--- src/sv/rrps_pkg.sv ---
package rrps_pkg;

    localparam int DEF_CANVAS_WIDTH  = 128;
    localparam int DEF_CANVAS_HEIGHT = 128;
    localparam int CANVAS_CMP_W      = 11;

    localparam int QDEPTH = 4;
    localparam int QCW    = $clog2(QDEPTH + 1);
    localparam int QAW    = $clog2(QDEPTH);

    localparam int CFG_IDX_W = 3;
    localparam logic [CFG_IDX_W-1:0] CFG_RECT_LEFT     = 3'd0;
    localparam logic [CFG_IDX_W-1:0] CFG_RECT_TOP      = 3'd1;
    localparam logic [CFG_IDX_W-1:0] CFG_RECT_WIDTH    = 3'd2;
    localparam logic [CFG_IDX_W-1:0] CFG_RECT_HEIGHT   = 3'd3;
    localparam logic [CFG_IDX_W-1:0] CFG_CORNER_RADIUS = 3'd4;
    localparam logic [CFG_IDX_W-1:0] CFG_FILL_COLOR    = 3'd5;

    localparam logic [6:0]  RST_RECT_LEFT     = 7'd10;
    localparam logic [6:0]  RST_RECT_TOP      = 7'd10;
    localparam logic [7:0]  RST_RECT_WIDTH    = 8'd80;
    localparam logic [7:0]  RST_RECT_HEIGHT   = 8'd80;
    localparam logic [6:0]  RST_CORNER_RADIUS = 7'd20;
    localparam logic [31:0] RST_FILL_COLOR    = 32'hFF0000FF;

    typedef struct packed {
        logic [6:0] col_offset;
        logic [6:0] row_offset;
    } t_in;

    typedef struct packed {
        logic [6:0] pix_x;
        logic [6:0] pix_y;
        logic [7:0] red;
        logic [7:0] green;
        logic [7:0] blue;
        logic [7:0] alpha;
    } t_out;

    typedef struct packed {
        logic [6:0]  rect_left;
        logic [6:0]  rect_top;
        logic [7:0]  rect_width;
        logic [7:0]  rect_height;
        logic [6:0]  corner_radius;
        logic [31:0] fill_color;
    } t_cfg;

    typedef struct packed {
        logic        scale;
        logic [7:0]  alpha;
        logic [13:0] dmin;
        logic [6:0]  px;
        logic [6:0]  py;
    } t_qent;

endpackage

--- src/sv/rounded_rect_pixel_shader_unit.sv ---
// Rounded-rectangle pixel shader: takes one pixel offset per clock while o_stall is low and
// returns the canvas coordinate and fill colour when the offset lies inside the rounded shape
// and on the canvas; other offsets give no beat. Sustained rate is one pixel per clock while
// i_stall is low. A pixel takes one front classification stage, a 4-entry queue and 15 back
// stages (two multiplies, an 8-stage square root at two bits per stage, a 4-stage divide at
// two bits per stage, an output register). Configuration registers are written through the
// cfg port, always ready; the user must write them only while idle, unchecked by the block.
module rounded_rect_pixel_shader_unit
    import rrps_pkg::*;
#(
    parameter int CANVAS_WIDTH  = DEF_CANVAS_WIDTH,
    parameter int CANVAS_HEIGHT = DEF_CANVAS_HEIGHT
) (
    input  logic                 i_clk,
    input  logic                 i_rst_n,
    input  logic                 i_valid,
    output logic                 o_stall,
    input  t_in                  i_data,
    output logic                 o_valid,
    input  logic                 i_stall,
    output t_out                 o_data,
    input  logic                 i_cfg_valid,
    output logic                 o_cfg_ready,
    input  logic [CFG_IDX_W-1:0] i_cfg_index,
    input  logic [31:0]          i_cfg_data
);

    t_cfg           r_cfg;
    logic           push, pop, q_nempty;
    t_qent          entry, head;
    logic [QCW-1:0] q_count;

    assign o_cfg_ready = 1'b1;

    always_ff @(posedge i_clk) begin
        if (!i_rst_n) begin
            r_cfg.rect_left     <= RST_RECT_LEFT;
            r_cfg.rect_top      <= RST_RECT_TOP;
            r_cfg.rect_width    <= RST_RECT_WIDTH;
            r_cfg.rect_height   <= RST_RECT_HEIGHT;
            r_cfg.corner_radius <= RST_CORNER_RADIUS;
            r_cfg.fill_color    <= RST_FILL_COLOR;
        end else if (i_cfg_valid && o_cfg_ready) begin
            case (i_cfg_index)
                CFG_RECT_LEFT:     r_cfg.rect_left     <= i_cfg_data[6:0];
                CFG_RECT_TOP:      r_cfg.rect_top      <= i_cfg_data[6:0];
                CFG_RECT_WIDTH:    r_cfg.rect_width    <= i_cfg_data[7:0];
                CFG_RECT_HEIGHT:   r_cfg.rect_height   <= i_cfg_data[7:0];
                CFG_CORNER_RADIUS: r_cfg.corner_radius <= i_cfg_data[6:0];
                CFG_FILL_COLOR:    r_cfg.fill_color    <= i_cfg_data;
                default: ;
            endcase
        end
    end

    rrps_front #(
        .CANVAS_WIDTH  (CANVAS_WIDTH),
        .CANVAS_HEIGHT (CANVAS_HEIGHT)
    ) u_front (
        .i_clk     (i_clk),
        .i_rst_n   (i_rst_n),
        .i_valid   (i_valid),
        .o_stall   (o_stall),
        .i_data    (i_data),
        .i_cfg     (r_cfg),
        .i_q_count (q_count),
        .o_push    (push),
        .o_entry   (entry)
    );

    rrps_queue u_queue (
        .i_clk    (i_clk),
        .i_rst_n  (i_rst_n),
        .i_push   (push),
        .i_wdata  (entry),
        .i_pop    (pop),
        .o_rdata  (head),
        .o_nempty (q_nempty),
        .o_count  (q_count)
    );

    rrps_back u_back (
        .i_clk      (i_clk),
        .i_rst_n    (i_rst_n),
        .i_q_nempty (q_nempty),
        .i_head     (head),
        .o_pop      (pop),
        .i_cfg      (r_cfg),
        .o_valid    (o_valid),
        .i_stall    (i_stall),
        .o_data     (o_data)
    );

endmodule

--- src/sv/rrps_queue.sv ---
module rrps_queue
    import rrps_pkg::*;
(
    input  logic           i_clk,
    input  logic           i_rst_n,
    input  logic           i_push,
    input  t_qent          i_wdata,
    input  logic           i_pop,
    output t_qent          o_rdata,
    output logic           o_nempty,
    output logic [QCW-1:0] o_count
);

    t_qent          r_mem [QDEPTH];
    logic [QAW-1:0] r_rd, r_wr;
    logic [QCW-1:0] r_count;

    always_ff @(posedge i_clk) begin
        if (!i_rst_n) begin
            r_rd    <= '0;
            r_wr    <= '0;
            r_count <= '0;
        end else begin
            if (i_push) begin
                r_wr <= r_wr + 1'b1;
            end
            if (i_pop) begin
                r_rd <= r_rd + 1'b1;
            end
            if (i_push && !i_pop) begin
                r_count <= r_count + 1'b1;
            end else if (i_pop && !i_push) begin
                r_count <= r_count - 1'b1;
            end
        end
    end

    always_ff @(posedge i_clk) begin
        if (i_push) begin
            r_mem[r_wr] <= i_wdata;
        end
    end

    assign o_rdata  = r_mem[r_rd];
    assign o_nempty = (r_count != '0);
    assign o_count  = r_count;

    a_no_overflow: assert property (@(posedge i_clk) disable iff (!i_rst_n)
        !(i_push && !i_pop && r_count == QCW'(QDEPTH)))
        else $error("queue overflow");
    a_no_underflow: assert property (@(posedge i_clk) disable iff (!i_rst_n)
        !(i_pop && r_count == '0))
        else $error("queue underflow");
    a_count_up: assert property (@(posedge i_clk) disable iff (!i_rst_n)
        (i_push && !i_pop) |=> r_count == $past(r_count) + 1'b1)
        else $error("queue count mismatch");

endmodule

--- src/sv/rrps_front.sv ---
module rrps_front
    import rrps_pkg::*;
#(
    parameter int CANVAS_WIDTH  = DEF_CANVAS_WIDTH,
    parameter int CANVAS_HEIGHT = DEF_CANVAS_HEIGHT
) (
    input  logic           i_clk,
    input  logic           i_rst_n,
    input  logic           i_valid,
    output logic           o_stall,
    input  t_in            i_data,
    input  t_cfg           i_cfg,
    input  logic [QCW-1:0] i_q_count,
    output logic           o_push,
    output t_qent          o_entry
);

    logic        r_v1;
    logic [15:0] r_sx0, r_sx1, r_sy0, r_sy1;
    logic [13:0] r_rr;
    logic        r_band, r_inrect, r_inb;
    logic [6:0]  r_px, r_py;

    logic              acc;
    logic signed [9:0] si, sj, sr, cx1, cy1, dx0, dx1, dy0, dy1;
    logic [7:0]        px8, py8;
    logic [16:0]       d0, d1, d2, d3, rr17, m01, m23, dmin;
    logic              in_shape, strict;

    assign o_stall = ({1'b0, i_q_count} + {{QCW{1'b0}}, r_v1}) >= (QCW+1)'(QDEPTH);
    assign acc     = i_valid && !o_stall;

    always_comb begin
        si  = {3'b0, i_data.col_offset};
        sj  = {3'b0, i_data.row_offset};
        sr  = {3'b0, i_cfg.corner_radius};
        cx1 = {2'b0, i_cfg.rect_width} - sr;
        cy1 = {2'b0, i_cfg.rect_height} - sr;
        dx0 = si - sr;
        dx1 = si - cx1;
        dy0 = sj - sr;
        dy1 = sj - cy1;
        px8 = {1'b0, i_cfg.rect_left} + {1'b0, i_data.col_offset};
        py8 = {1'b0, i_cfg.rect_top} + {1'b0, i_data.row_offset};
    end

    always_ff @(posedge i_clk) begin
        if (!i_rst_n) begin
            r_v1 <= 1'b0;
        end else begin
            r_v1 <= acc;
        end
    end

    always_ff @(posedge i_clk) begin
        if (acc) begin
            r_sx0    <= 16'(dx0 * dx0);
            r_sx1    <= 16'(dx1 * dx1);
            r_sy0    <= 16'(dy0 * dy0);
            r_sy1    <= 16'(dy1 * dy1);
            r_rr     <= 14'(i_cfg.corner_radius * i_cfg.corner_radius);
            r_band   <= (si >= sr && si < cx1) || (sj >= sr && sj < cy1);
            r_inrect <= ({1'b0, i_data.col_offset} < i_cfg.rect_width) &&
                        ({1'b0, i_data.row_offset} < i_cfg.rect_height);
            r_inb    <= ({3'b0, px8} < CANVAS_CMP_W'(CANVAS_WIDTH)) &&
                        ({3'b0, py8} < CANVAS_CMP_W'(CANVAS_HEIGHT));
            r_px     <= px8[6:0];
            r_py     <= py8[6:0];
        end
    end

    always_comb begin
        d0   = {1'b0, r_sx0} + {1'b0, r_sy0};
        d1   = {1'b0, r_sx1} + {1'b0, r_sy0};
        d2   = {1'b0, r_sx0} + {1'b0, r_sy1};
        d3   = {1'b0, r_sx1} + {1'b0, r_sy1};
        rr17 = {3'b0, r_rr};
        in_shape = r_band || d0 <= rr17 || d1 <= rr17 || d2 <= rr17 || d3 <= rr17;
        strict = d0 < rr17 || d1 < rr17 || d2 < rr17 || d3 < rr17;
        m01  = (d1 < d0) ? d1 : d0;
        m23  = (d3 < d2) ? d3 : d2;
        dmin = (m23 < m01) ? m23 : m01;
        o_push        = r_v1 && r_inrect && in_shape && r_inb;
        o_entry.scale = strict && (i_cfg.corner_radius != '0);
        o_entry.alpha = i_cfg.fill_color[7:0];
        o_entry.dmin  = dmin[13:0];
        o_entry.px    = r_px;
        o_entry.py    = r_py;
    end

endmodule

--- src/sv/rrps_back.sv ---
module rrps_back
    import rrps_pkg::*;
(
    input  logic  i_clk,
    input  logic  i_rst_n,
    input  logic  i_q_nempty,
    input  t_qent i_head,
    output logic  o_pop,
    input  t_cfg  i_cfg,
    output logic  o_valid,
    input  logic  i_stall,
    output t_out  o_data
);

    localparam int NSQ    = 8;
    localparam int NDV    = 4;
    localparam int SQ0    = 2;
    localparam int DV0    = SQ0 + NSQ;
    localparam int NST    = DV0 + NDV + 1;
    localparam int SQ_TOP = 14;
    localparam int DV_TOP = 7;

    typedef struct packed {
        logic        scale;
        logic [7:0]  alpha;
        logic [13:0] dmin;
        logic [6:0]  px;
        logic [6:0]  py;
        logic [29:0] x;
        logic [16:0] rem;
        logic [14:0] root;
        logic [6:0]  drem;
        logic [7:0]  q;
    } t_bst;

    typedef struct packed {
        logic [16:0] rem;
        logic [14:0] root;
    } t_sq;

    typedef struct packed {
        logic [6:0] drem;
        logic       qb;
    } t_dv;

    function automatic t_sq sq_step(input logic [16:0] rem, input logic [14:0] root,
                                    input logic [1:0] pair);
        logic [18:0] t, trial;
        t_sq         o;
        t     = {rem, pair};
        trial = {2'b0, root, 2'b01};
        if (t >= trial) begin
            o.rem  = 17'(t - trial);
            o.root = {root[13:0], 1'b1};
        end else begin
            o.rem  = t[16:0];
            o.root = {root[13:0], 1'b0};
        end
        return o;
    endfunction

    function automatic t_dv dv_step(input logic [6:0] drem, input logic b,
                                    input logic [6:0] r);
        logic [7:0] t;
        t_dv        o;
        t = {drem, b};
        if (t >= {1'b0, r}) begin
            o.drem = 7'(t - {1'b0, r});
            o.qb   = 1'b1;
        end else begin
            o.drem = t[6:0];
            o.qb   = 1'b0;
        end
        return o;
    endfunction

    t_bst             r_st [NST];
    t_bst             n_st [NST];
    logic [NST-1:0]   r_v;
    logic             en;
    t_sq              sq;
    t_dv              dv;
    int               b;

    always_comb begin
        en    = !(r_v[NST-1] && i_stall);
        o_pop = i_q_nempty && en;
        sq    = '0;
        dv    = '0;
        b     = 0;
        for (int k = 0; k < NST; k++) begin
            if (k == 0) begin
                n_st[k]       = '0;
                n_st[k].scale = i_head.scale;
                n_st[k].alpha = i_head.alpha;
                n_st[k].dmin  = i_head.dmin;
                n_st[k].px    = i_head.px;
                n_st[k].py    = i_head.py;
                n_st[k].x     = 30'(16'(i_head.alpha * i_head.alpha));
            end else if (k == 1) begin
                n_st[k]      = r_st[k-1];
                n_st[k].x    = 30'(r_st[k-1].x[15:0] * r_st[k-1].dmin);
                n_st[k].rem  = '0;
                n_st[k].root = '0;
            end else if (k < DV0) begin
                n_st[k] = r_st[k-1];
                for (int t = 0; t < 2; t++) begin
                    b = SQ_TOP - 2 * (k - SQ0) - t;
                    if (b >= 0) begin
                        sq = sq_step(n_st[k].rem, n_st[k].root,
                                     2'(r_st[k-1].x >> (2 * b)));
                        n_st[k].rem  = sq.rem;
                        n_st[k].root = sq.root;
                    end
                end
            end else if (k < NST - 1) begin
                n_st[k] = r_st[k-1];
                if (k == DV0) begin
                    n_st[k].drem = r_st[k-1].root[14:8];
                    n_st[k].q    = '0;
                end
                for (int t = 0; t < 2; t++) begin
                    b  = DV_TOP - 2 * (k - DV0) - t;
                    dv = dv_step(n_st[k].drem, 1'(r_st[k-1].root >> b),
                                 i_cfg.corner_radius);
                    n_st[k].drem = dv.drem;
                    n_st[k].q    = {n_st[k].q[6:0], dv.qb};
                end
            end else begin
                n_st[k] = r_st[k-1];
                if (r_st[k-1].scale) begin
                    n_st[k].alpha = r_st[k-1].q;
                end
            end
        end
    end

    always_ff @(posedge i_clk) begin
        if (!i_rst_n) begin
            r_v <= '0;
        end else if (en) begin
            r_v <= {r_v[NST-2:0], o_pop};
        end
    end

    always_ff @(posedge i_clk) begin
        if (en) begin
            for (int k = 0; k < NST; k++) begin
                r_st[k] <= n_st[k];
            end
        end
    end

    assign o_valid      = r_v[NST-1];
    assign o_data.pix_x = r_st[NST-1].px;
    assign o_data.pix_y = r_st[NST-1].py;
    assign o_data.red   = i_cfg.fill_color[31:24];
    assign o_data.green = i_cfg.fill_color[23:16];
    assign o_data.blue  = i_cfg.fill_color[15:8];
    assign o_data.alpha = r_st[NST-1].alpha;

    a_hold_stalled: assert property (@(posedge i_clk) disable iff (!i_rst_n)
        (r_v[NST-1] && i_stall) |=> r_v == $past(r_v))
        else $error("pipeline moved under stall");
    a_no_pop_stalled: assert property (@(posedge i_clk) disable iff (!i_rst_n)
        (r_v[NST-1] && i_stall) |-> !o_pop)
        else $error("pop while stalled");
    a_scaled_alpha: assert property (@(posedge i_clk) disable iff (!i_rst_n)
        (o_valid && r_st[NST-1].scale) |-> r_st[NST-1].q == r_st[NST-1].alpha)
        else $error("scaled alpha not selected");

endmodule
--- config.mk ---
export PLATFORM = sky130hd
export DESIGN_NAME = rounded_rect_pixel_shader_unit
export DESIGN_NICKNAME = d
export VERILOG_FILES = /design/src/sv/rrps_pkg.sv /design/src/sv/rounded_rect_pixel_shader_unit.sv /design/src/sv/rrps_queue.sv /design/src/sv/rrps_front.sv /design/src/sv/rrps_back.sv
export SDC_FILE = /design/constraint.sdc
export NUM_CORES = 2
export LEC_CHECK = 0
export BUFFER_PORTS_ARGS = -buffer_cell sky130_fd_sc_hd__buf_2
export CORE_ASPECT_RATIO = 1.1
export CORE_MARGIN = 4
export CORE_UTILIZATION = 35
export DETAILED_ROUTE_END_ITERATION = 10
export PLACE_DENSITY = 0.5
export SETUP_SLACK_MARGIN = 0.5
export SLEW_MARGIN = 20
export SYNTH_ARGS = -nofsm -noshare
export SYNTH_HDL_FRONTEND = slang
export SYNTH_SLANG_ARGS = --single-unit
--- constraint.sdc ---
create_clock -name i_clk -period 37.1 [get_ports i_clk]
set_clock_uncertainty 0.1 [all_clocks]
set_input_delay 3.71 -clock i_clk [delete_from_list [all_inputs] [get_ports i_clk]]
set_output_delay 3.71 -clock i_clk [all_outputs]
set_load 0.05 [all_outputs]
---- Word level (Yosys, flattened, before mapping) ----
Memories as Yosys holds them, arrays and structs flattened. A register that Yosys moved wholly into a read port is not among the register bits.
Index checks and enable logic that the tools add are counted.
word-level totals
  memories kept ........................... 2
  flip-flop bits (word level) ............. 187
  memory bits (writable) .................. 1858
  output and inout port bits .............. 49
operators by class
  add/subtract/negate cells ............... 40
  reductions and logical operators ........ 35
  eq/ne operators ......................... 5
  mux-type cells .......................... 34
  multiply operators ...................... 7
  $lt $le $gt $ge ......................... 43
memory list
  name           depth  bits a word  rd ports  clocked after Yosys merged registers in  wr ports  RTL line          source
  u_back.r_st    15     114          15        0                                        15        rrps_back.sv:77   t_bst r_st [NST];
  u_queue.r_mem  4      37           1         1                                        1         rrps_queue.sv:14  t_qent r_mem [QDEPTH];
operators with widths
  operator            count
  $mux 32             15
  $ge 19x17->1        15
  $sub 17x17->17      15
  $mux 8              9
  $add 16x16->17      4
  $le 17x14->1        4
  $lt 17x14->1        4
  $ge 8x7->1          8
  $sub 7x7->7         8
  $lt 17x17->1        3
  $mul 8x8->16        3
  $mux 17             2
  $mul 10x10->16      2
  $mul 16x14->30      1
  $sub 8x9->10        2
  $lt 8x9->1          2
  $sub 8x7->9         2
  $add 7x7->8         2
  $lt 7x8->1          2
  $lt 8x8->1 const B  2
  $sub 7x7->8         2
  $ge 7x7->1          2
  $mul 7x7->14        1
  $mux 14             1
  other kinds (19)    53

---- Depth between registers and ports, before layout ----
  depth in word-level cells ............... 12
  gate-level depth with buffers ........... 34
  mapped depth without buffers ............ 34

---- Hierarchy ----
From an unflattened synthesis, not the netlist that was laid out.
unflattened totals
  cell total of the unflattened synthesis .. 6296
  area total of the unflattened synthesis .. 72256.8 um^2
by module, submodules not included
  module                          area an instance (um^2)  cells an instance  instances
  rrps_back                       42704.7                  3469               1
  rrps_front                      20933.8                  2315               1
  rrps_queue                      5834.3                   235                1
  rounded_rect_pixel_shader_unit  2783.9                   277                1

---- Worst setup path after synthesis ----
OpenSTA, ideal clock, no wires.
  path type ............................... input to register
  start ................................... input port i_stall
  end ..................................... memory u_back.r_st[0][100] in the netlist's numbering, enable pin
  data required time ...................... 35.614 ns
  arrival ................................. 24.026 ns
  stages .................................. 4
  setup slack ............................. 11.588 ns
  buffers on the path ..................... 2
  setup time .............................. 1.386 ns
  cell sequence ........................... and2_1 -> clkbuf_1 -> inv_1 -> buf_1
RTL lines
  what         RTL line                              source
  from (decl)  rounded_rect_pixel_shader_unit.sv:20  input logic i_stall,
  to (decl)    rrps_back.sv:77

---- Final worst setup path ----
  start ................................... input port i_data[0] in the netlist's numbering
  end ..................................... register u_front.r_sy1[15] (data pin)
on the way
  word-level cells in the longest chain between the ends .. 2
RTL lines
  what                  RTL line                              source
  from (decl)           rounded_rect_pixel_shader_unit.sv:18  input t_in i_data,
  $sub 8x9->10          rrps_front.sv:42                      dy1 = sj - cy1;
  $mul 10x10->16        rrps_front.sv:60                      r_sy1 <= 16'(dy1 * dy1);
  to (signal assigned)  rrps_front.sv:60
  to (decl)             rrps_front.sv:19                      logic [15:0] r_sx0, r_sx1, r_sy0, r_sy1;
No other way between the ends.
A chain may end at the register's enable or synchronous reset.

==> flow_metrics.env <==
export IMPL_drt_first_pass_iters=7
export IMPL_start_util_pct=35.3
export IMPL_syn2layout_area_growth_pct=9.99
export IMPL_min_period_ps=10360
export IMPL_finalWirelength_mm=169
export IMPL_htreeDepth=3
export IMPL_grt_pass1_wl_mm=267
export IMPL_dr_total_vias=44926
export IMPL_ys_types=87
export IMPL_synth_edf_count=974
export IMPL_synth_top_area_cell="edfxtp_1"
export IMPL_die_h_um=483
export IMPL_io_buffers=101
export IMPL_yosys_warnings=0
export IMPL_final_util_pct=38.9
export IMPL_synthArstFlopShare_pct=0
export IMPL_max_slew_margin_pct=26.7
export IMPL_drv_cap=0
export IMPL_drc=0
export IMPL_synth_top_cell_area_share_pct=40.8
export IMPL_fp_dieW_um=439
export IMPL_ys_seq_area_share_pct=43.4
export IMPL_crit_slowest_cell="fa_1"
export IMPL_place_gp_congestion=0.864
export IMPL_routedWlPerCell_um=18.4
export IMPL_grt_pass1_vias=46356
export IMPL_overflow=0
export IMPL_cts_setup_buffers=0
export IMPL_end_kind="flop"
export IMPL_syn_area_per_cell_um2=11.4
export IMPL_ys_flop_type="edfxtp_1"
export IMPL_hold_violations=0
export IMPL_critPathMaxStageDelay_ps=540
export IMPL_fmax_mhz=96.6
export IMPL_gr_usage_all_layers_pct=16.1
export IMPL_cts_sinks=1068
export IMPL_status="finished clean"
export IMPL_cp_required_ps=37470
export IMPL_fin_crit_sh_pct=27.9
export IMPL_cts_hold_buf=0
export IMPL_clkSlewWorstSetupHoldPaths_ps=60
export IMPL_worst_pin_slew_ps=1100
export IMPL_critical_path_class="primary input to flop"
export IMPL_tns_ps=0
export IMPL_worst_setup_path_start_kind="primary input"
export IMPL_antenna_found_initial=5
export IMPL_crit_fanout=7
export IMPL_cts_tree="done"
export IMPL_root_buffer="clkbuf_16"
export IMPL_die_area_um2=212000
export IMPL_cts_buffers=113
export IMPL_stdcell_count=9175
export IMPL_synthTopCellsByArea="edfxtp_1 41%, ha_1 12%, fa_1 12%"
export IMPL_vias_per_cell=4.90
export IMPL_drive_above_1_share_pct=7.10
export IMPL_grt_max_degree=186
export IMPL_cts_buffer_depth=3
export IMPL_drt_iter0_markers=2716
export IMPL_antenna_left=0
export IMPL_dp_hpwl_mm=130
export IMPL_critPathArrivalTime_ps=10720
export IMPL_netlist_instances=6280
export IMPL_fin_nets=7545
export IMPL_finalSetupViolations=0
export IMPL_cts_resized=0
export IMPL_netlist_area_um2=71600
export IMPL_placementRows=173
export IMPL_core_um2=203000
export IMPL_place_inst=8965
export IMPL_synth_seq_cells=1068
export IMPL_slew_viol_final=0
export IMPL_rsz0062_at_grt="no"
export IMPL_io_pin_count=103
export IMPL_clk_latency_ps=710
export IMPL_hold_class="flop to flop"
==> final timing paths <==
path | startpoint | end | slack, ps | depth (start not counted)
worst min-delay path | u_back.r_st[0][907] | u_back.r_st[1][109] | 310 | 0
worst max register to register | r_cfg[33] | u_front.r_sx1[14] | 28050 | 29
worst min register to register | u_back.r_st[0][907] | u_back.r_st[1][109] | 310 | 0
worst max-delay path | i_data[0] | u_front.r_sy1[15] | 26740 | 29
==> final cells by class <==
type	instances	area, µm²
diodes	2	5.00
clock buffers	132	2910
clock inverters	76	817
fillers	19574	124000
inverters	812	3060
multi-input cells	4235	36700
flip-flops and latches	1068	31100
well taps	2712	3390
repair buffers	138	808
==> cell usage after synthesis (all sizes together) (9+ instances only) <==
library cell	n
a221oi	9
a211oi	34
o21ai	205
ha	702
or4	21
a31oi	15
o21bai	64
nand4b	9
and2	156
buf	66
mux4	37
o211ai	20
xor2	107
nand2b	76
a21boi	67
a211o	14
fa	421
edfxtp	974
a41oi	9
nor3	60
dfxtp	94
nand4	42
clkbuf	106
nor2	338
nor2b	68
inv	807
nand3	82
o31ai	25
xnor2	297
nor4	19
or3	20
mux2	50
o21a	35
nand2	554
and3	30
nand3b	11
a21o	139
or2	29
mux2i	56
a21oi	305
==> metal layers <==
| metal | track usage [%] | up-vias | share of wire, % |
|---|---|---|---|
| li1 | - | 21894 | - |
| met1 | 19.9 | 22185 | 43 |
| met2 | 29.4 | 658 | 51 |
| met3 | 1.75 | 185 | 3.1 |
| met4 | 4.96 | 4 | 2.9 |
| met5 | 0 | - | 0.013 |
==> cell families (layout without fill, tap and decap cells) <==
| logic type | count (synthesis) | count (layout) | synth area share (%) |
|---|---|---|---|
| fa+ha+maj | 1123 | 1123 | 24.0 |
| buf+inv | 984 | 1158 | 5.44 |
| flops | 1068 | 1068 | 43.4 |
| simple gates | 1537 | 1537 | 10.3 |
| mux | 143 | 143 | 2.74 |
| xor+xnor | 404 | 404 | 4.94 |
| other cells | 2 | 11 | 0.0105 |
| compound gates | 1019 | 1019 | 9.12 |
==> flip-flops by register name, summed over array words and instances, names as in the netlist, named ones only <==
signal            flops
u_front.r_inb         1
u_back.r_v           15
u_queue.o_count       3
u_queue.r_wr          2
u_front.r_px          7
u_queue.r_mem       148
r_cfg                69
u_front.r_inrect      1
u_front.r_band        1
u_back.r_st         736
u_front.r_sy1        15
u_front.r_sy0        15
u_front.r_sx1        15
u_front.r_sx0        15
u_front.r_rr         13
u_front.r_py          7
u_queue.r_rd          2
u_front.r_v1          1
==> worst max-delay path: cells and delay by family <==
family,cells,cell delay [ps]
XOR/XNOR,2,460
AND/OR/NAND/NOR,4,1020
adder cells (fa/ha/maj),8,3620
AO/OA/AOI/OAI,8,1320
buffers and inverters,7,580
==> metrics by stage <==
stage	instance area, µm²	setup slack (ps)	hold WS (ps)
4_1_cts	78800	26550	310
6_report	78800	26740	307
5_1_grt	78800	26200	314
3_3_place_gp	75100	25830	301
2_1_floorplan	71700	11590	300
3_5_place_dp	75100	25760	305
==> placed cells by master (no fill, tap or decap), drive strengths merged, types with 21 or more instances in the layout <==
| master | count |
|---|---|
| o31ai | 25 |
| a211oi | 34 |
| mux2i | 56 |
| nor2 | 338 |
| buf | 138 |
| fa | 421 |
| and2 | 156 |
| nand2 | 554 |
| nand4 | 42 |
| dfxtp | 94 |
| a21boi | 67 |
| inv | 819 |
| nand3 | 82 |
| nor3 | 60 |
| a21oi | 305 |
| or2 | 29 |
| o21a | 35 |
| o21bai | 64 |
| xnor2 | 297 |
| a21o | 139 |
| nor2b | 68 |
| nand2b | 76 |
| ha | 702 |
| and3 | 30 |
| mux2 | 50 |
| or4 | 21 |
| clkbuf | 132 |
| o21ai | 205 |
| mux4 | 37 |
| clkinv | 48 |
| xor2 | 107 |
| edfxtp | 974 |
Power is not shown: default switching activity piles up to over one toggle a cycle in this logic, so the estimate is an artifact.
